## src/design/ewpq_pkg.sv

```systemverilog
package ewpq_pkg;

    localparam int QUEUE_DEPTH_DEF = 20;

    typedef enum logic [2:0] {
        OP_DRAIN     = 3'd0,
        OP_BYTE      = 3'd1,
        OP_WORD16    = 3'd2,
        OP_SIGNMAG16 = 3'd3,
        OP_SIGNMAG8  = 3'd4
    } op_t;

    typedef enum logic [1:0] {
        ST_IDLE,
        ST_POST,
        ST_FETCH,
        ST_FINISH
    } state_t;

    typedef struct packed {
        logic [15:0] address;
        logic [7:0]  data;
    } entry_t;

    typedef struct packed {
        logic        write_valid;
        logic [15:0] write_address;
        logic [7:0]  write_byte;
        logic        idle;
    } res_t;

endpackage

```

## src/design/ewpq_cmd_if.sv

```systemverilog
interface ewpq_cmd_if;
    logic               valid;
    logic               ready;
    logic [2:0]         opcode;
    logic [15:0]        address;
    logic signed [15:0] value;
    logic               eeprom_ready;

    modport source (output valid, output opcode, output address, output value,
                    output eeprom_ready, input ready);
    modport sink (input valid, input opcode, input address, input value,
                  input eeprom_ready, output ready);
endinterface

```

## src/design/ewpq_rsp_if.sv

```systemverilog
interface ewpq_rsp_if;
    logic        valid;
    logic        ready;
    logic        write_valid;
    logic [15:0] write_address;
    logic [7:0]  write_byte;
    logic        idle;

    modport source (output valid, output write_valid, output write_address,
                    output write_byte, output idle, input ready);
    modport sink (input valid, input write_valid, input write_address,
                  input write_byte, input idle, output ready);
endinterface

```

## src/design/ewpq_ring_mem.sv

```systemverilog
module ewpq_ring_mem #(
    parameter int DEPTH = ewpq_pkg::QUEUE_DEPTH_DEF
) (
    input  logic                     clk,
    input  logic                     wr_en,
    input  logic [$clog2(DEPTH)-1:0] wr_idx,
    input  ewpq_pkg::entry_t         wr_data,
    input  logic                     rd_en,
    input  logic [$clog2(DEPTH)-1:0] rd_idx,
    output ewpq_pkg::entry_t         rd_data
);
    import ewpq_pkg::*;

    entry_t mem_array [DEPTH];
    entry_t rd_data_reg;

    always_ff @(posedge clk)
    begin
        if (wr_en)
        begin
            mem_array[wr_idx] <= wr_data;
        end
    end

    always_ff @(posedge clk)
    begin
        if (rd_en)
        begin
            rd_data_reg <= mem_array[rd_idx];
        end
    end

    assign rd_data = rd_data_reg;

endmodule

```

## src/design/eeprom_write_posting_queue_unit.sv

```systemverilog
// Store of n bytes: accepted, then one ring write per cycle; the result item
// is registered at the last write, or held in the finish state until the
// output register is free, before the next item is taken. Drain that pops:
// one ring read, then the fetch state registers or holds the result likewise;
// any other drain or unused opcode answers from the idle state in the same way.
// The single write port of the ring memory sets the store rate.
// Reset clears both pointers and the control state; the ring is not cleared.
module eeprom_write_posting_queue_unit #(
    parameter int QUEUE_DEPTH = ewpq_pkg::QUEUE_DEPTH_DEF
) (
    input logic           clk,
    input logic           rst_n,
    ewpq_cmd_if.sink      cmd,
    ewpq_rsp_if.source    rsp
);
    import ewpq_pkg::*;

    localparam int PTR_W = $clog2(QUEUE_DEPTH);
    localparam logic [PTR_W-1:0] PTR_LAST = PTR_W'(QUEUE_DEPTH - 1);

    function automatic logic [PTR_W-1:0] advance(input logic [PTR_W-1:0] p);
        advance = (p == PTR_LAST) ? '0 : p + PTR_W'(1);
    endfunction

    state_t           state_reg, state_next;
    logic [PTR_W-1:0] wp_reg, wp_next;
    logic [PTR_W-1:0] rp_reg, rp_next;
    logic [1:0]       idx_reg, idx_next;
    logic [1:0]       cnt_reg;
    logic [15:0]      base_reg;
    logic [7:0]       bytes_reg [3];
    logic             ready_reg;
    res_t             hold_reg;
    res_t             out_reg;
    logic             out_valid_reg;

    logic             accept;
    logic             out_free;
    logic             out_load;
    res_t             out_data;
    logic             done;
    res_t             res;
    logic             is_drain;
    logic             is_post;
    logic             can_pop;
    logic [1:0]       post_cnt;
    logic [7:0]       byte_in [3];
    logic [15:0]      raw;
    logic             neg;
    logic [15:0]      mag;
    logic             mem_wr_en;
    logic             mem_rd_en;
    entry_t           mem_wr_data;
    entry_t           mem_rd_data;

    assign cmd.ready = (state_reg == ST_IDLE);
    assign accept    = cmd.valid && cmd.ready;
    assign out_free  = !out_valid_reg || rsp.ready;

    assign raw = $unsigned(cmd.value);
    assign neg = raw[15];
    assign mag = neg ? (~raw + 16'd1) : raw;
    assign can_pop = (wp_reg != rp_reg) && cmd.eeprom_ready;

    always_comb
    begin
        is_drain = 1'b0;
        is_post  = 1'b0;
        post_cnt = 2'd0;
        byte_in[0] = 8'd0;
        byte_in[1] = 8'd0;
        byte_in[2] = 8'd0;
        unique case (op_t'(cmd.opcode))
            OP_DRAIN:
            begin
                is_drain = 1'b1;
            end
            OP_BYTE:
            begin
                is_post    = 1'b1;
                post_cnt   = 2'd1;
                byte_in[0] = raw[7:0];
            end
            OP_WORD16:
            begin
                is_post    = 1'b1;
                post_cnt   = 2'd2;
                byte_in[0] = raw[7:0];
                byte_in[1] = raw[15:8];
            end
            OP_SIGNMAG16:
            begin
                is_post    = 1'b1;
                post_cnt   = 2'd3;
                byte_in[0] = mag[7:0];
                byte_in[1] = mag[15:8];
                byte_in[2] = {7'd0, neg};
            end
            OP_SIGNMAG8:
            begin
                is_post    = 1'b1;
                post_cnt   = 2'd2;
                byte_in[0] = mag[7:0];
                byte_in[1] = {7'd0, neg};
            end
            default:
            begin
                is_post = 1'b0;
            end
        endcase
    end

    always_comb
    begin
        state_next = state_reg;
        unique case (state_reg)
            ST_IDLE:
            begin
                if (accept)
                begin
                    if (is_drain && can_pop)
                    begin
                        state_next = ST_FETCH;
                    end
                    else if (is_post)
                    begin
                        state_next = ST_POST;
                    end
                    else
                    begin
                        state_next = out_free ? ST_IDLE : ST_FINISH;
                    end
                end
            end
            ST_POST:
            begin
                if (idx_reg == cnt_reg - 2'd1)
                begin
                    state_next = out_free ? ST_IDLE : ST_FINISH;
                end
            end
            ST_FETCH:
            begin
                state_next = out_free ? ST_IDLE : ST_FINISH;
            end
            ST_FINISH:
            begin
                state_next = out_free ? ST_IDLE : ST_FINISH;
            end
            default:
            begin
                state_next = ST_IDLE;
            end
        endcase
    end

    always_comb
    begin
        mem_wr_en = 1'b0;
        mem_rd_en = 1'b0;
        done      = 1'b0;
        res       = '0;
        wp_next   = wp_reg;
        rp_next   = rp_reg;
        idx_next  = idx_reg;
        unique case (state_reg)
            ST_IDLE:
            begin
                idx_next = 2'd0;
                if (accept)
                begin
                    if (is_drain && can_pop)
                    begin
                        mem_rd_en = 1'b1;
                        rp_next   = advance(rp_reg);
                    end
                    else if (!is_post)
                    begin
                        done     = 1'b1;
                        res.idle = is_drain && (wp_reg == rp_reg) && cmd.eeprom_ready;
                    end
                end
            end
            ST_POST:
            begin
                mem_wr_en = 1'b1;
                wp_next   = advance(wp_reg);
                idx_next  = idx_reg + 2'd1;
                done      = (idx_reg == cnt_reg - 2'd1);
            end
            ST_FETCH:
            begin
                done              = 1'b1;
                res.write_valid   = 1'b1;
                res.write_address = mem_rd_data.address;
                res.write_byte    = mem_rd_data.data;
                res.idle          = (wp_reg == rp_reg) && ready_reg;
            end
            ST_FINISH:
            begin
                done = 1'b0;
            end
            default:
            begin
                done = 1'b0;
            end
        endcase
    end

    assign mem_wr_data.address = base_reg + {14'd0, idx_reg};
    assign mem_wr_data.data    = bytes_reg[idx_reg];

    assign out_load = (done || (state_reg == ST_FINISH)) && out_free;
    assign out_data = (state_reg == ST_FINISH) ? hold_reg : res;

    always_ff @(posedge clk or negedge rst_n)
    begin
        if (!rst_n)
        begin
            state_reg     <= ST_IDLE;
            wp_reg        <= '0;
            rp_reg        <= '0;
            idx_reg       <= 2'd0;
            out_valid_reg <= 1'b0;
        end
        else
        begin
            state_reg <= state_next;
            wp_reg    <= wp_next;
            rp_reg    <= rp_next;
            idx_reg   <= idx_next;
            if (out_load)
            begin
                out_valid_reg <= 1'b1;
            end
            else if (rsp.ready)
            begin
                out_valid_reg <= 1'b0;
            end
        end
    end

    always_ff @(posedge clk)
    begin
        if (accept)
        begin
            cnt_reg      <= post_cnt;
            base_reg     <= cmd.address;
            bytes_reg[0] <= byte_in[0];
            bytes_reg[1] <= byte_in[1];
            bytes_reg[2] <= byte_in[2];
            ready_reg    <= cmd.eeprom_ready;
        end
        if (done && !out_free)
        begin
            hold_reg <= res;
        end
        if (out_load)
        begin
            out_reg <= out_data;
        end
    end

    ewpq_ring_mem #(
        .DEPTH (QUEUE_DEPTH)
    ) u_ring (
        .clk     (clk),
        .wr_en   (mem_wr_en),
        .wr_idx  (wp_reg),
        .wr_data (mem_wr_data),
        .rd_en   (mem_rd_en),
        .rd_idx  (rp_reg),
        .rd_data (mem_rd_data)
    );

    assign rsp.valid         = out_valid_reg;
    assign rsp.write_valid   = out_reg.write_valid;
    assign rsp.write_address = out_reg.write_address;
    assign rsp.write_byte    = out_reg.write_byte;
    assign rsp.idle          = out_reg.idle;

    a_no_rw_overlap: assert property (@(posedge clk) disable iff (!rst_n)
        !(mem_wr_en && mem_rd_en))
        else $error("Ring read and write in the same cycle.");

    a_fetch_after_read: assert property (@(posedge clk) disable iff (!rst_n)
        (state_reg == ST_FETCH) |-> $past(mem_rd_en))
        else $error("Fetch state without a ring read.");

    a_ptr_range: assert property (@(posedge clk) disable iff (!rst_n)
        (wp_reg <= PTR_LAST) && (rp_reg <= PTR_LAST))
        else $error("Pointer beyond the ring depth.");

    a_post_index: assert property (@(posedge clk) disable iff (!rst_n)
        (state_reg == ST_POST) |-> (idx_reg < cnt_reg))
        else $error("Post index beyond the byte count.");

endmodule

```

## src/flat_wrapper.sv

```systemverilog
// flat-port wrapper written by rule: the top's interface ports become plain ports
module eeprom_write_posting_queue_unit_flat import ewpq_pkg::*;
#(
    parameter int QUEUE_DEPTH = ewpq_pkg::QUEUE_DEPTH_DEF
)
  (clk, rst_n, cmd_valid, cmd_opcode, cmd_address, cmd_value, cmd_eeprom_ready, cmd_ready, rsp_valid, rsp_write_valid, rsp_write_address, rsp_write_byte, rsp_idle, rsp_ready);
  ewpq_cmd_if cmd_i ();
  ewpq_rsp_if rsp_i ();
  input logic clk;
  input logic rst_n;
  input wire logic [$bits(cmd_i.valid)-1:0] cmd_valid;
  input wire logic [$bits(cmd_i.opcode)-1:0] cmd_opcode;
  input wire logic [$bits(cmd_i.address)-1:0] cmd_address;
  input wire logic [$bits(cmd_i.value)-1:0] cmd_value;
  input wire logic [$bits(cmd_i.eeprom_ready)-1:0] cmd_eeprom_ready;
  output wire logic [$bits(cmd_i.ready)-1:0] cmd_ready;
  output wire logic [$bits(rsp_i.valid)-1:0] rsp_valid;
  output wire logic [$bits(rsp_i.write_valid)-1:0] rsp_write_valid;
  output wire logic [$bits(rsp_i.write_address)-1:0] rsp_write_address;
  output wire logic [$bits(rsp_i.write_byte)-1:0] rsp_write_byte;
  output wire logic [$bits(rsp_i.idle)-1:0] rsp_idle;
  input wire logic [$bits(rsp_i.ready)-1:0] rsp_ready;
  assign cmd_i.valid = cmd_valid;
  assign cmd_i.opcode = cmd_opcode;
  assign cmd_i.address = cmd_address;
  assign cmd_i.value = cmd_value;
  assign cmd_i.eeprom_ready = cmd_eeprom_ready;
  assign cmd_ready = cmd_i.ready;
  assign rsp_valid = rsp_i.valid;
  assign rsp_write_valid = rsp_i.write_valid;
  assign rsp_write_address = rsp_i.write_address;
  assign rsp_write_byte = rsp_i.write_byte;
  assign rsp_idle = rsp_i.idle;
  assign rsp_i.ready = rsp_ready;
  eeprom_write_posting_queue_unit #(.QUEUE_DEPTH(QUEUE_DEPTH)) u_core (.clk(clk), .rst_n(rst_n), .cmd(cmd_i), .rsp(rsp_i));
endmodule
```

## config.mk

```make
export PLATFORM = sky130hd
export DESIGN_NAME = eeprom_write_posting_queue_unit_flat
export DESIGN_NICKNAME = d
export VERILOG_FILES = /design/src/design/ewpq_pkg.sv /design/src/design/ewpq_cmd_if.sv /design/src/design/ewpq_rsp_if.sv /design/src/design/ewpq_ring_mem.sv /design/src/design/eeprom_write_posting_queue_unit.sv /design/src/flat_wrapper.sv
export SDC_FILE = /design/constraint.sdc
export NUM_CORES = 1
export LEC_CHECK = 0
export BUFFER_PORTS_ARGS = -buffer_cell sky130_fd_sc_hd__buf_2
export CORE_ASPECT_RATIO = 0.5
export CORE_UTILIZATION = 50
export CTS_CLUSTER_DIAMETER = 150
export DETAILED_ROUTE_END_ITERATION = 12
export GPL_ROUTABILITY_DRIVEN = 0
export PLACE_DENSITY = 0.71
export SLEW_MARGIN = 10
export SYNTH_ARGS = -nofsm -noshare
export SYNTH_HDL_FRONTEND = slang
export SYNTH_SLANG_ARGS = --single-unit
```

## constraint.sdc

```tcl
create_clock -name clk -period 6.15 [get_ports clk]
set_input_delay 0.615 -clock clk [delete_from_list [all_inputs] [get_ports clk]]
set_output_delay 0.615 -clock clk [all_outputs]
set_load 0.03 [all_outputs]
```

[Yosys cells after proc, flatten, opt, wreduce, memory -nomap -nowiden]
Memory sizes are Yosys's and may differ from the RTL's. A register that Yosys moved wholly into a read port is not among the register bits.
Cells that the tools add are included.
Storage, ports and cells
  word-level logic and storage cells: 98
  bits in writable memories: 504
  input bits: 40
  register bits after elaboration: 86
  memories: 2
Memories
  u_core.u_ring.mem_array: words 20, bits a word 24, rd ports 1, clocked after memory_dff 1, write ports 1, line ewpq_ring_mem.sv:14  | entry_t mem_array [DEPTH];
  u_core.bytes_reg: words 3, bits a word 8, rd ports 1, clocked after memory_dff 0, write ports 3, line eeprom_write_posting_queue_unit.sv:31  | logic [7:0] bytes_reg [3];
Operators by class
  reductions and logical operators: 23
  add/subtract/negate cells: 6
  equality and inequality tests: 14
  bitwise gates (word level): 1
  muxes and demuxes: 36
Operators with widths (number)
  two-way mux 26 bit: 1
  two-way mux 25 bit: 1
  one-hot mux 8 bit (3 select lines): 1
  two-way mux 1 bit: 19
  adder 16 x 1 -> 16 bit, second input constant: 1
  adder 16 x 2 -> 16 bit: 1
  two-way mux 16 bit: 1
  inverter 16 bit: 1
  one-hot mux 8 bit (2 select lines): 1
  one-hot mux 2 bit (3 select lines): 2
  adder 5 x 1 -> 5 bit, second input constant: 2
  == test 5 bit, second input constant: 2
  two-way mux 2 bit: 5
  two-way mux 5 bit: 2
  logical AND 1 bit: 8
  OR reduction 2 bit: 4
  == test 3 x 2 -> 1 bit, second input constant: 2
  == test 5 bit: 1
  != test 5 bit: 1
  == test 2 bit, second input constant: 2
  one-hot mux 1 bit (4 select lines): 1
  one-hot mux 2 bit (2 select lines): 1
  nonzero test 2 bit: 2
  OR reduction 4 bit: 1
  15 further kinds: 17

[Longest topological paths before layout]
  word-level depth: 10
  depth in mapped cells: 7
  gate-level depth less buffers: 6

[Hierarchy]
From an unflattened synthesis, not the netlist that was laid out.
Second synthesis, totals
  cells, all modules: 1435
  area, all modules: 24533.5 um^2
Modules (own cells, without submodules)
  ewpq_ring_mem: cells each 1005, sequential area each 15134.5 um^2, area an instance 19356.1 um^2, times used 1
  eeprom_write_posting_queue_unit: cells each 430, sequential area each 3017.9 um^2, area an instance 5177.5 um^2, times used 1

[Least setup slack after synthesis]
OpenSTA, ideal clock, no wires.
  kind: in2reg
  from: input port cmd_opcode[0]
  to: register u_core.out_reg (netlist bit u_core.rsp.idle), enable pin
  data required time: 5.708 ns
  setup slack: 2.462 ns
  arrival: 3.246 ns
  stages on the path: 5
  library setup time: 0.442 ns
  cell sequence: buf_2 or3_1 a21boi_1 o22ai_1 nor3_1
Between the ends
  longest elaborated chain between the ends: 9
Ends and longest elaborated chain
  start: declaration: line flat_wrapper.sv:12  | input wire logic [$bits(cmd_i.opcode)-1:0] cmd_opcode;
  == test 3 x 1 -> 1 bit, or another cell as far along: line eeprom_write_posting_queue_unit.sv:73  | unique case (op_t'(cmd.opcode))
  OR reduction 4 bit (no source line)
  two-way mux 1 bit: line eeprom_write_posting_queue_unit.sv:73
  two-way mux 1 bit: line eeprom_write_posting_queue_unit.sv:177  | else if (!is_post)
  two-way mux 1 bit (*): line eeprom_write_posting_queue_unit.sv:172  | if (is_drain && can_pop)
  two-way mux 1 bit (*): line eeprom_write_posting_queue_unit.sv:170  | if (accept)
  one-hot mux 1 bit (4 select lines) (*): line eeprom_write_posting_queue_unit.sv:166  | unique case (state_reg)
  logical OR 1 bit (*): line eeprom_write_posting_queue_unit.sv:213  | assign out_load = (done || (state_reg == ST_FINISH)) && out_free;
  logical AND 1 bit (*): line eeprom_write_posting_queue_unit.sv:213
  named net u_core.out_load: line eeprom_write_posting_queue_unit.sv:39  | logic out_load;
  end signal: assignment: line eeprom_write_posting_queue_unit.sv:260  | out_reg <= out_data;
  end: declaration: line eeprom_write_posting_queue_unit.sv:34  | res_t out_reg;
Mark *: on every way through the listed nets, which the timed path passes. The rest lies on a longest branch.
A chain may end at the register's enable or synchronous reset.

==> impl_results.md <==
- Post-CTS setup repair buffer count: 0
- Via/cell ratio: 6.082
- Cts bufs inserted: 53
- CP arrival: 3520 ps
- Unique masters post-synth: 70
- Initial antenna violation count: 2
- Clock skew: 16.87 ps
- Max frequency: 302.0 MHz
- Max cap viols: 0
- Mapped cell area: 24,340 µm²
- Crit. End Element: flip-flop
- Largest net degree at the start of global routing: 74
- Root Buffer: clkbuf_16
- PortBufs: 67
- Die Height: 158 µm
- Slew margin rel.: 18.09%
- Worst path required time: 6360 ps
- # DRC: 0
- Detailed Route Iter0 Violations: 1,507
- Yosys top cell area share: 73.05%
- Routed via count: 12,845
- GRT overflow: 0
- Clock slew at reported path FFs: 70 ps
- Mapped Nets: 1,387
- Max Root-Sink Buffers: 3
- CTS tree: done
- Ys flop type: edfxtp_1
- First-pass GRT wire length: 81.01 mm
- Detail Placement HPWL: 32.05 mm
- Final wirelength: 55.13 mm
- Top cells by count, synth: edfxtp_1 (592), mux2i_1 (132), mux4_2 (72), nor2_1 (72), o22ai_1 (51)
- Leak Pwr: 8.900 nW
- DRT Pass-1 Iters: 7
- Yosys reg bits: 607
- Ports: 68
- Final TNS setup: 0 ps
- ANT nets after route: 0
- Finished Layout Cells: 2,112
- Synth Warn #: 0
- Crit start category: flip-flop
- Core Area: 47,440 µm²
- Critical path peak fanout: 20
- Placed instance count: 2,014
- Hold Path Class: input port to flip-flop
- Post-synthesis sequential area ratio: 74.59%
- Layout area overhead: 11.57%
- Syn_area_per_cell: 18.19 µm²
- Worst-Margin Slew: 1225 ps
- WL/cell: 26.10 µm
- Pwr Density: 427.0 nW/µm²
- Clock sink total: 607
- Vias in the first global route: 12,801
- Largest vdd supply drop: 221.3 µV
- All-Layer GR Usage: 22.48%
- H-tree depth: 2
- Tmin final: 3311 ps
- Worst skew pair latency: 590 ps
- Die area: 49,610 µm²
- Site Rows: 56
- Max reg flops: 480
- Status: finished clean
- Hold Violations, Final: 0
- Share of cells above drive strength 1: 21.32%
- Critical path class: flip-flop to flip-flop
- Post-synth EDFFs: 592
- Most common cell in the netlist: edfxtp_1
- Final setup violation count: 0
- Fillers: 3,436
- Final period utilization: 53.83%
- Final net count: 1,481
- RSZ-0062 raised after global routing: no
- Die W: 314 µm
- Slew Limit Fails: 0
- Synth area leader: edfxtp_1
- Post-Syn Instances: 1,338
- Async S/R FF share, synth: 2.471%
- Synth top area cells: edfxtp_1 (73%), mux4_2 (6.7%), mux2i_1 (5.4%)
- Starting Density: 51.30%
- Finished Core Util: 57.24%
final timing paths:
kind	start	to	slack, ps	depth (start not counted)
setup / recovery	u_core.idx_reg[0]	u_core.u_ring.mem_array[6][21]	2840	5
hold / removal	cmd_address[8]	u_core.base_reg[8]	190	1
setup reg to reg	u_core.idx_reg[0]	u_core.u_ring.mem_array[6][21]	2840	5
hold reg to reg	u_core.hold_reg[0]	u_core.rsp.idle	570	2
max in group asynchronous	rst_n	u_core.rp_reg[0]	5400	2
min in group asynchronous	rst_n	u_core.state_reg[0]	470	2
power by group:
part           leakage (nW)  total (mW)  switching (mW)  internal [mW]
registers              5.58        5.76           0.344           5.41
clock network         0.792        3.18            1.44           1.74
logic                  2.52        2.66            1.66           1.00
placed cells by master, fill, tap and decap left out, types with 25 or more instances in the layout:
cell type | netlist | final
a22oi_1 | 25 | 25
buf_2 | 27 | 67
buf_4 | 11 | 41
clkbuf_16 | 0 | 54
edfxtp_1 | 592 | 592
mux2i_1 | 132 | 132
mux4_2 | 72 | 72
nand2_1 | 25 | 25
nor2_1 | 72 | 49
nor2b_1 | 31 | 30
nor3_1 | 32 | 31
o21ai_1 | 25 | 25
o22ai_1 | 51 | 51
what timing repair did:
item	in CTS	in global routing
gates resized for setup	0	0
endpoints found under the hold margin	15	0
hold buffers	1	0
metal layers:
layer | share of wire (%) | global-route usage, % | vias to the layer above | routed length [µm]
li1 | - | - | 5519 | -
met1 | 42 | 31.11 | 6621 | 23080
met2 | 46 | 35.66 | 597 | 25580
met3 | 8.9 | 4.847 | 108 | 4911
met4 | 2.8 | 7.712 | 0 | 1552
met5 | 0 | 0 | - | 0
kinds of logic after synthesis:
family / share of synthesized area (%)
adder cells (fa/ha/maj): 0.4936
flip-flops: 74.59
XOR/XNOR: 0.9717
buffers and inverters: 1.928
AO/OA/AOI/OAI: 4.334
AND/OR/NAND/NOR: 5.404
multiplexers: 12.28
per-stage QoR:
| stage | hold WS (ps) | total power, mW | instance area, µm² | setup WS [ps] |
|---|---|---|---|---|
| 2_1_floorplan | 319.4 | 7.692 | 24340 | 2462 |
| 3_3_place_gp | 530.4 | 8.373 | 25450 | 2864 |
| 3_5_place_dp | 532.8 | 8.493 | 25450 | 2662 |
| 4_1_cts | 174.0 | 11.63 | 27090 | 2605 |
| 5_1_grt | 172.4 | 12.01 | 27150 | 2662 |
| 6_report | 192.9 | 11.59 | 27150 | 2839 |
critical path: stages (launching register included):
cell and delay [ps]:
dfrtp_1 820, ha_1 320, a21o_1 140, nand4_1 260
nor4_1 400, xor2_1 980
layout make-up:
class	instances	area [µm²]	area share, %
antenna	1	2.502	0.009217
sequential	607	18160	66.89
clock inverter	30	234.0	0.8618
tap	638	798.3	2.940
clock buffer	66	1396	5.143
inverter	13	48.80	0.1797
timing repair buffer	109	653.1	2.406
multi-input combinational	648	5857	21.57
No activity file was read; power rests on OpenSTA's default activity.
